==> src/dpst_pkg.sv <==
// ----------------------------------------------------------------------------
// dpst_pkg
// Shared types and constants of the debounced press switch timer.
// ----------------------------------------------------------------------------
package dpst_pkg;

  localparam int TIME_W   = 32;  // remaining time and press length counters
  localparam int DEB_W    = 16;  // debounce counter, same width as debounce_ms
  localparam int CFG_IW   = 3;   // configuration register index
  localparam int CFG_DW   = 32;  // configuration write data
  localparam int IN_DW    = 8;   // s_axis_tdata width
  localparam int IN_UW    = 2;   // s_axis_tuser width
  localparam int OUT_DW   = 40;  // m_axis_tdata width

  localparam logic [TIME_W-1:0] TIME_MAX = '1;
  localparam logic [DEB_W-1:0]  DEB_MAX  = '1;

  typedef enum logic [1:0] {
    KIND_TICK = 2'd0,
    KIND_ADD  = 2'd1,
    KIND_ON   = 2'd2,
    KIND_OFF  = 2'd3
  } kind_t;

  typedef enum logic [1:0] {
    MODE_IDLE  = 2'd0,
    MODE_TIMED = 2'd1,
    MODE_PERM  = 2'd2
  } mode_t;

  typedef enum logic [1:0] {
    EV_NONE  = 2'd0,
    EV_START = 2'd1,
    EV_STOP  = 2'd2,
    EV_DEAD  = 2'd3
  } event_t;

  typedef enum logic [CFG_IW-1:0] {
    REG_DEBOUNCE   = 3'd0,
    REG_SHORT_MAX  = 3'd1,
    REG_LONG_MIN   = 3'd2,
    REG_CYCLE      = 3'd3,
    REG_BTN_LEVEL  = 3'd4,
    REG_RELAY_LVL  = 3'd5
  } cfg_reg_t;

  typedef struct packed {
    logic [DEB_W-1:0]  debounce_ms;
    logic [TIME_W-1:0] short_press_max_ms;
    logic [TIME_W-1:0] long_press_min_ms;
    logic [TIME_W-1:0] cycle_ms;
    logic              button_active_level;
    logic              relay_active_level;
  } cfg_t;

  typedef struct packed {
    logic              relay_drive;
    mode_t             mode;
    logic [TIME_W-1:0] remaining_ms;
  } timer_out_t;

endpackage

==> src/debounced_press_switch_timer_core.sv <==
// ----------------------------------------------------------------------------
// debounced_press_switch_timer_core
// Relay countdown timer driven by a debounced push button and remote commands.
// ----------------------------------------------------------------------------
// Each input beat is either a one-millisecond tick carrying the button pin
// sample or a remote command (add time, force on, force off); commands do not
// advance time. Every beat yields exactly one output beat with the relay drive
// level, the mode (idle, timed, permanent), the remaining milliseconds and the
// button event decoded on that beat (start, stop, or an ignored dead-zone
// press). A beat is captured in an input register, resolved by the debounce
// and timer update logic, and held in an output register, so the block
// sustains one beat per clock while the consumer keeps m_axis_tready high;
// while the output register is stalled, the input register keeps its beat.
// The state update that each beat depends on is done before the next beat is
// resolved, so output back-pressure is the only limit on rate.
// Configuration is written through the cfg channel, which is always ready, and
// must only be written while no beat is in flight.
// ----------------------------------------------------------------------------
module debounced_press_switch_timer_core import dpst_pkg::*; (
  input  logic              clk,
  input  logic              rst,
  // input stream
  input  logic              s_axis_tvalid,
  output logic              s_axis_tready,
  input  logic [IN_DW-1:0]  s_axis_tdata,   // [0] pin_level, [7:1] zero
  input  logic [IN_UW-1:0]  s_axis_tuser,   // [1:0] kind
  // result stream
  output logic              m_axis_tvalid,
  input  logic              m_axis_tready,
  output logic [OUT_DW-1:0] m_axis_tdata,   // [0] relay_drive, [2:1] mode,
                                            // [34:3] remaining_ms,
                                            // [36:35] button_event, [39:37] zero
  // configuration write channel
  input  logic              cfg_valid,
  output logic              cfg_ready,
  input  logic [CFG_IW-1:0] cfg_index,
  input  logic [CFG_DW-1:0] cfg_data
);

  cfg_t       cfg;
  logic       in_valid;
  kind_t      in_kind;
  logic       in_pin;
  logic       advance;
  event_t     button_event;
  timer_out_t timer_res;

  assign cfg_ready = 1'b1;

  // Move the held beat to the output whenever the output slot is free or drains.
  assign advance       = in_valid && (!m_axis_tvalid || m_axis_tready);
  assign s_axis_tready = !in_valid || advance;

  always_ff @(posedge clk) begin
    if (rst) begin
      in_valid <= 1'b0;
    end else if (s_axis_tready) begin
      in_valid <= s_axis_tvalid;
    end
  end

  // Capture payload on acceptance only.
  always_ff @(posedge clk) begin
    if (s_axis_tvalid && s_axis_tready) begin
      in_kind <= kind_t'(s_axis_tuser[1:0]);
      in_pin  <= s_axis_tdata[0];
    end
  end

  dpst_cfg u_cfg (
    .clk      (clk),
    .rst      (rst),
    .wr_en    (cfg_valid && cfg_ready),
    .wr_index (cfg_index),
    .wr_data  (cfg_data),
    .cfg      (cfg)
  );

  dpst_button u_button (
    .clk          (clk),
    .rst          (rst),
    .update       (advance),
    .is_tick      (in_kind == KIND_TICK),
    .pin_level    (in_pin),
    .cfg          (cfg),
    .button_event (button_event)
  );

  dpst_timer u_timer (
    .clk          (clk),
    .rst          (rst),
    .update       (advance),
    .kind         (in_kind),
    .button_event (button_event),
    .cfg          (cfg),
    .result       (timer_res)
  );

  // Output register: hold the beat until the consumer takes it.
  always_ff @(posedge clk) begin
    if (rst) begin
      m_axis_tvalid <= 1'b0;
    end else if (advance) begin
      m_axis_tvalid <= 1'b1;
    end else if (m_axis_tready) begin
      m_axis_tvalid <= 1'b0;
    end
  end

  always_ff @(posedge clk) begin
    if (advance) begin
      m_axis_tdata <= {3'b000, button_event, timer_res.remaining_ms,
                       timer_res.mode, timer_res.relay_drive};
    end
  end

endmodule

==> src/dpst_cfg.sv <==
// ----------------------------------------------------------------------------
// dpst_cfg
// Configuration register file, written through an index/data channel.
// ----------------------------------------------------------------------------
module dpst_cfg import dpst_pkg::*; (
  input  logic              clk,
  input  logic              rst,
  input  logic              wr_en,
  input  logic [CFG_IW-1:0] wr_index,
  input  logic [CFG_DW-1:0] wr_data,
  output cfg_t              cfg
);

  always_ff @(posedge clk) begin
    if (rst) begin
      cfg.debounce_ms         <= DEB_W'(50);
      cfg.short_press_max_ms  <= TIME_W'(1000);
      cfg.long_press_min_ms   <= TIME_W'(3000);
      cfg.cycle_ms            <= TIME_W'(60000);
      cfg.button_active_level <= 1'b0;
      cfg.relay_active_level  <= 1'b1;
    end else if (wr_en) begin
      unique case (wr_index)
        REG_DEBOUNCE:  cfg.debounce_ms         <= wr_data[DEB_W-1:0];
        REG_SHORT_MAX: cfg.short_press_max_ms  <= wr_data[TIME_W-1:0];
        REG_LONG_MIN:  cfg.long_press_min_ms   <= wr_data[TIME_W-1:0];
        REG_CYCLE:     cfg.cycle_ms            <= wr_data[TIME_W-1:0];
        REG_BTN_LEVEL: cfg.button_active_level <= wr_data[0];
        REG_RELAY_LVL: cfg.relay_active_level  <= wr_data[0];
        default: ;  // drop writes to unused indexes
      endcase
    end
  end

endmodule

==> src/dpst_button.sv <==
// ----------------------------------------------------------------------------
// dpst_button
// Button debounce and press-length classification, one tick per update.
// ----------------------------------------------------------------------------
module dpst_button import dpst_pkg::*; (
  input  logic   clk,
  input  logic   rst,
  input  logic   update,     // commit state for the current item
  input  logic   is_tick,    // current item is a tick
  input  logic   pin_level,
  input  cfg_t   cfg,
  output event_t button_event
);

  logic              stable_level, stable_level_next;
  logic              debounce_busy, debounce_busy_next;
  logic              pending_level, pending_level_next;
  logic [DEB_W-1:0]  debounce_count, debounce_count_next;
  logic              press_held, press_held_next;
  logic [TIME_W-1:0] press_count, press_count_next;
  logic [TIME_W-1:0] press_len;
  logic [DEB_W-1:0]  deb_inc;
  event_t            ev;

  always_comb begin
    // advance press length first, saturating
    press_len = (press_held && press_count != TIME_MAX) ? press_count + 1'b1 : press_count;
    deb_inc   = (debounce_count != DEB_MAX) ? debounce_count + 1'b1 : debounce_count;

    stable_level_next   = stable_level;
    debounce_busy_next  = debounce_busy;
    pending_level_next  = pending_level;
    debounce_count_next = debounce_count;
    press_held_next     = press_held;
    press_count_next    = press_len;
    ev                  = EV_NONE;

    if (pin_level != stable_level && !debounce_busy) begin
      debounce_busy_next  = 1'b1;
      debounce_count_next = '0;
      pending_level_next  = pin_level;
    end else if (debounce_busy) begin
      debounce_count_next = deb_inc;
      if (deb_inc >= cfg.debounce_ms) begin
        debounce_busy_next = 1'b0;
        if (pin_level == pending_level) begin
          stable_level_next = pin_level;
          if (pin_level == cfg.button_active_level) begin
            press_held_next  = 1'b1;
            press_count_next = '0;
          end else if (press_held) begin
            press_held_next = 1'b0;
            priority if (press_len < cfg.short_press_max_ms) ev = EV_START;
            else if (press_len >= cfg.long_press_min_ms)    ev = EV_STOP;
            else                                             ev = EV_DEAD;
          end
        end
      end
    end

    button_event = is_tick ? ev : EV_NONE;
  end

  always_ff @(posedge clk) begin
    if (rst) begin
      stable_level   <= 1'b1;  // inverse of the reset active level
      debounce_busy  <= 1'b0;
      pending_level  <= 1'b0;
      debounce_count <= '0;
      press_held     <= 1'b0;
      press_count    <= '0;
    end else if (update && is_tick) begin
      stable_level   <= stable_level_next;
      debounce_busy  <= debounce_busy_next;
      pending_level  <= pending_level_next;
      debounce_count <= debounce_count_next;
      press_held     <= press_held_next;
      press_count    <= press_count_next;
    end
  end

endmodule

==> src/dpst_timer.sv <==
// ----------------------------------------------------------------------------
// dpst_timer
// Mode and remaining-time state with saturating add and countdown.
// ----------------------------------------------------------------------------
module dpst_timer import dpst_pkg::*; (
  input  logic       clk,
  input  logic       rst,
  input  logic       update,
  input  kind_t      kind,
  input  event_t     button_event,
  input  cfg_t       cfg,
  output timer_out_t result
);

  mode_t             mode_reg, mode_next;
  logic [TIME_W-1:0] remaining_count, remaining_next;
  logic [TIME_W-1:0] rem_dec, add_base;
  logic [TIME_W:0]   add_sum;
  logic [TIME_W-1:0] add_sat;
  logic              do_add;

  always_comb begin
    rem_dec  = (remaining_count != '0) ? remaining_count - 1'b1 : remaining_count;
    add_base = (mode_reg == MODE_IDLE) ? '0 :
               (kind == KIND_TICK) ? rem_dec : remaining_count;
    add_sum  = {1'b0, add_base} + {1'b0, cfg.cycle_ms};
    add_sat  = add_sum[TIME_W] ? TIME_MAX : add_sum[TIME_W-1:0];

    mode_next      = mode_reg;
    remaining_next = remaining_count;
    do_add         = 1'b0;

    unique case (kind)
      KIND_TICK: begin
        remaining_next = rem_dec;
        if (button_event == EV_START) begin
          do_add = 1'b1;
        end else if (button_event == EV_STOP && mode_reg != MODE_IDLE) begin
          mode_next      = MODE_IDLE;
          remaining_next = '0;
        end
      end
      KIND_ADD: do_add = 1'b1;
      KIND_ON: begin
        mode_next      = MODE_PERM;
        remaining_next = '0;
      end
      KIND_OFF: begin
        mode_next      = MODE_IDLE;
        remaining_next = '0;
      end
      default: ;
    endcase

    // permanent mode ignores added time
    if (do_add && mode_reg != MODE_PERM) begin
      mode_next      = MODE_TIMED;
      remaining_next = add_sat;
    end

    if (kind == KIND_TICK && mode_next == MODE_TIMED && remaining_next == '0) begin
      mode_next = MODE_IDLE;
    end

    result.mode         = mode_next;
    result.relay_drive  = (mode_next != MODE_IDLE) ? cfg.relay_active_level
                                                   : ~cfg.relay_active_level;
    result.remaining_ms = (mode_next == MODE_TIMED) ? remaining_next : '0;
  end

  always_ff @(posedge clk) begin
    if (rst) begin
      mode_reg        <= MODE_IDLE;
      remaining_count <= '0;
    end else if (update) begin
      mode_reg        <= mode_next;
      remaining_count <= remaining_next;
    end
  end

endmodule

==> config.mk <==
export PLATFORM = sky130hd
export DESIGN_NAME = debounced_press_switch_timer_core
export DESIGN_NICKNAME = d
export VERILOG_FILES = /design/src/dpst_pkg.sv /design/src/debounced_press_switch_timer_core.sv /design/src/dpst_cfg.sv /design/src/dpst_button.sv /design/src/dpst_timer.sv
export SDC_FILE = /design/constraint.sdc
export NUM_CORES = 1
export LEC_CHECK = 0
export BUFFER_PORTS_ARGS = -buffer_cell sky130_fd_sc_hd__buf_4
export CAP_MARGIN = 10
export CORE_MARGIN = 5
export CORE_UTILIZATION = 30
export CTS_CLUSTER_DIAMETER = 200
export DETAILED_ROUTE_END_ITERATION = 6
export MAX_ROUTING_LAYER = met4
export SYNTH_ARGS = -nofsm -noshare
export SYNTH_HDL_FRONTEND = slang
export SYNTH_SLANG_ARGS = --single-unit
==> constraint.sdc <==
create_clock -name clk -period 5.8 [get_ports clk]
set_input_delay 0.29 -clock clk [delete_from_list [all_inputs] [get_ports clk]]
set_output_delay 0.29 -clock clk [all_outputs]
set_load 0.005 [all_outputs]
==> metrics.log <==
INFO  metric yosys_register_bits = 242
INFO  metric core_area = 53600 sq um
INFO  metric utilization = 0.434
INFO  metric synthToLayoutAreaGrowth = 43.8%
INFO  metric detail_route_antenna_nets = 0
INFO  metric h_tree_levels = 1
INFO  metric total_leakage_power = 9.70 nW
INFO  metric largest_registers = u_cfg.cfg: 114 flops, m_axis_tdata: 37 flops
INFO  metric setup-violations-final = 28
INFO  metric die-area = 58700 sq um
INFO  metric critPathBufInv = 5
INFO  metric final_layout_size_suffix_gt1_frac = 0.304
INFO  metric post_drt_wl_per_cell = 19.5 microns
INFO  metric cts_made_buffers = 29
INFO  metric drt_iter0_markers = 1557
INFO  metric clockPowerShare = 0.375
INFO  metric cp_max_fo = 6
INFO  metric min_to = m_axis_tvalid
INFO  metric dr_total_vias = 17700
INFO  metric crit-reg2reg-launch = u_timer.remaining_count[27]
INFO  metric comb_power_share = 0.252
INFO  metric sequentialPowerShare = 0.373
INFO  metric timing.reg2reg.setup_slack = -0.29 ns
INFO  metric number_of_sinks_on_the_clock_net = 242
INFO  metric final.period_utilization = 1.05
INFO  metric diodes = 0
INFO  metric switching_share = 0.304
INFO  metric power.total = 4.78 mW
INFO  metric finalHoldWorstSlack = 0.0234 ns
INFO  metric die-width = 242 microns
INFO  metric max_freq = 164 MHz
INFO  metric worst_hold_path.num_cells = 4
INFO  metric die_y = 242 microns
INFO  metric route.final.wire_length = 65600 microns
INFO  metric antenna_found_initial = 0
INFO  metric tritoncts = done
INFO  metric synth_top_family_by_area = simple AND/OR/NAND/NOR gates
INFO  metric total_power_divided_by_cell_area = 205 nW/um^2
INFO  metric seq_area = 5250 sq um
INFO  metric gp_routability_congestion = 1.01
INFO  metric critPathTopFamily = simple AND/OR/NAND/NOR gates
INFO  metric worst_setup_path_start_kind = flip-flop
INFO  metric rows = 85
INFO  metric adder_cell_share_of_the_synthesized_area = 0.0902
INFO  metric number_of_global_route_vias_before_repair = 17400
INFO  metric timing.setup.critical_path_class = reg -> reg
INFO  metric buffer_ports.inserted = 81
INFO  metric synth_enable_flop_cells = 40
INFO  metric clock-skew-final = 0.0190 ns
INFO  metric grt_setup_unrepaired = yes
INFO  metric failed_checks = setup timing
INFO  metric grt_start_max_net_pins = 73
INFO  metric ir_drop = 0.213 mV
INFO  metric fin_tns_setup = -7.21 ns
INFO  metric multi_input_gate_area_in_the_final_layout = 11100 sq um
INFO  metric nets = 2812
INFO  metric synthXorXnorAreaFrac = 0.0525
INFO  metric place.detailed.hpwl = 49600 microns
INFO  metric netSwitchingPower = 1.45 mW
INFO  metric path_clk_slew = 0.07 ns
INFO  metric registers.top_by_ff_count = u_cfg.cfg
INFO  metric grt_util_all_layers = 0.218
INFO  metric worst_pin_slew = 1.26 ns
INFO  metric internal_power = 3.33 mW
INFO  metric holdCritPathClass = in -> reg
INFO  metric route.detailed.drc = 0
INFO  metric worst-endpoint-required = 6.13 ns
INFO  metric slew_viol_final = 0
INFO  metric cp_slowest_stage_delay = 0.57 ns
INFO  metric timing.slew.headroom = 0.161
INFO  metric ys_seq_area_frac = 0.324
INFO  metric reg2reg_to = m_axis_tdata[6]
INFO  metric post_synth_mux_area_share = 0.00456
INFO  metric layout.cells.most_common = sky130_fd_sc_hd__buf_4
INFO  metric via_density_per_instance = 5.27
INFO  metric clock_latency = 0.59 ns
INFO  metric globalRoute.totalOverflow = 0
INFO  metric outcome = complete, but fails checks
INFO  metric layout_setup_ws = -0.288 ns
INFO  metric netlist_instances = 2142
INFO  metric finalCriticalPeriod = 6.09 ns
INFO  metric reg2regPathDepth = 25
INFO  metric critical_path.endpoint_type = flip-flop
INFO  metric worstHoldStart = m_axis_tready
INFO  metric yosys_warnings = 0
INFO  metric synthSimpleGateAreaFrac = 0.262
INFO  metric most_used_cells_in_the_layout_excluding_fill_and_tap_cells = sky130_fd_sc_hd__buf_4, sky130_fd_sc_hd__nand2_1, sky130_fd_sc_hd__a21oi_1, sky130_fd_sc_hd__dfxtp_1, sky130_fd_sc_hd__nor2_1
INFO  metric start_util = 0.302
INFO  metric maxCapViolCount = 0
INFO  metric first_pass_iters = 5
INFO  metric nFillCells = 5454
INFO  metric number_of_flip_flops_under_the_largest_register_name = 114
INFO  metric io_pins = 93
INFO  metric hold_violations = 0
INFO  metric synth_area_in_compound_gates = 0.209
INFO  metric synth-async-reset-ratio = 0
INFO  metric cp_slowest_cell = sky130_fd_sc_hd__or4_4
INFO  metric avgSynthCellArea = 7.55 sq um
INFO  metric cts.path.max_buffers = 3
INFO  metric synth_cell_type_count = 94
INFO  metric crit_arrival = 6.42 ns
INFO  metric clk_tree_root_cell = sky130_fd_sc_hd__clkbuf_16
INFO  metric global_route_wire_length_before_repair = 99800 microns
INFO  metric ys_dominant_reg_cell = sky130_fd_sc_hd__dfxtp_1
INFO  metric syn-cell-area = 16200 sq um
==> cell type report <==
| cell class | count | share of cell area |
|---|---|---|
| sequential | 242 | 0.226 |
| tap | 696 | 0.0374 |
| timing repair buffer | 602 | 0.204 |
| inverter | 103 | 0.0166 |
| clock buffer | 43 | 0.0356 |
| multi-input combinational | 1668 | 0.477 |
| clock inverter | 10 | 0.00360 |
==> worst register-to-register path, delay by kind of cell (launching register included) <==
family          cells  cell delay, ns
compound gates      8            1.59
xor+xnor            1            0.13
fa+ha+maj           1            0.29
buf+inv             5            0.77
flops               1            0.33
simple gates       10            2.72
==> power groups by stage <==
stage	clock [mW]	sequential (mW)	combinational (mW)
after floorplan	0	1.81	0.493
after global placement	0	1.82	1.03
after detailed placement	0	1.82	1.03
after CTS	1.83	1.78	1.14
after global routing	1.90	1.79	1.28
final	1.79	1.78	1.20
==> layer usage <==
metal  routed length [microns]  up-vias  GRT usage
li1                          -     8551          -
met3                      3880      137     0.0285
met1                     27900     8491      0.273
met4                      2770        0     0.0765
met5                         0        -          -
met2                     31100      564      0.362
==> what timing repair did <==
action / CTS / global route
cloned: 3 / 1
pin swaps: 62 / 49
hold buffers: 35 / 0
resized for setup: 114 / 84
endpoints found under the setup margin: 28 / 29
buffers inserted: 25 / 18
endpoints found under the hold margin: 98 / 0
==> per-stage QoR <==
step | instances | cell area (sq um) | worst slack (ns)
6_report | 3364 | 23300 | -0.288
3_3_place_gp | 3231 | 20600 | -0.537
5_1_grt | 3364 | 23300 | -0.448
4_1_cts | 3346 | 22700 | -0.239
3_5_place_dp | 3231 | 20600 | -0.627
2_1_floorplan | 2144 | 16300 | 0.00662
==> worst max-delay path by stage <==
| stage | from | end | slack (ns) | cells past startpoint |
|---|---|---|---|---|
| finish | u_timer.remaining_count[27] | m_axis_tdata[6] | -0.29 | 25 |
| global route | u_timer.remaining_count[27] | m_axis_tdata[6] | -0.45 | 25 |
| CTS | u_button.press_count[1] | m_axis_tdata[26] | -0.24 | 27 |
| detailed placement | u_button.press_count[1] | m_axis_tdata[20] | -0.63 | 26 |
| global placement | u_button.press_count[0] | m_axis_tdata[20] | -0.54 | 27 |
| floorplan | u_timer.remaining_count[26] | m_axis_tdata[11] | 0.007 | 24 |
==> kinds of logic after synthesis <==
family,Yosys count
XOR/XNOR,97
adder cells (fa/ha/maj),116
other,2
buffers and inverters,235
multiplexers,7
AND/OR/NAND/NOR,904
AO/OA/AOI/OAI,539
flip-flops,242
==> cell usage after synthesis (all sizes together), types with 5 or more instances <==
cell	number	share of area
nor3	66	0.021
or2	8	0.0031
a21o	16	0.0074
a22oi	41	0.019
a211oi	15	0.0073
and2	31	0.015
dfxtp	202	0.25
nand4	29	0.011
or3	21	0.0084
a221o	6	0.0037
nand3b	9	0.0049
a221oi	13	0.0070
o211ai	31	0.015
o31ai	8	0.0040
buf	27	0.0096
inv	102	0.024
o21a	7	0.0032
nand2	369	0.086
and4	7	0.0038
xor2	39	0.021
nor2	214	0.050
clkbuf	105	0.024
a21oi	217	0.067
nor4	23	0.010
nand2b	16	0.0062
a31oi	22	0.0085
a31o	5	0.0027
nor2b	16	0.0062
o22ai	6	0.0023
nand3	52	0.016
and3	22	0.0085
edfxtp	40	0.074
a21boi	6	0.0030
xnor2	58	0.031
or4	7	0.0037
o21ai	96	0.030
o2111ai	5	0.0027
ha	115	0.089
Note: power is estimated with default switching activity, not from simulation.
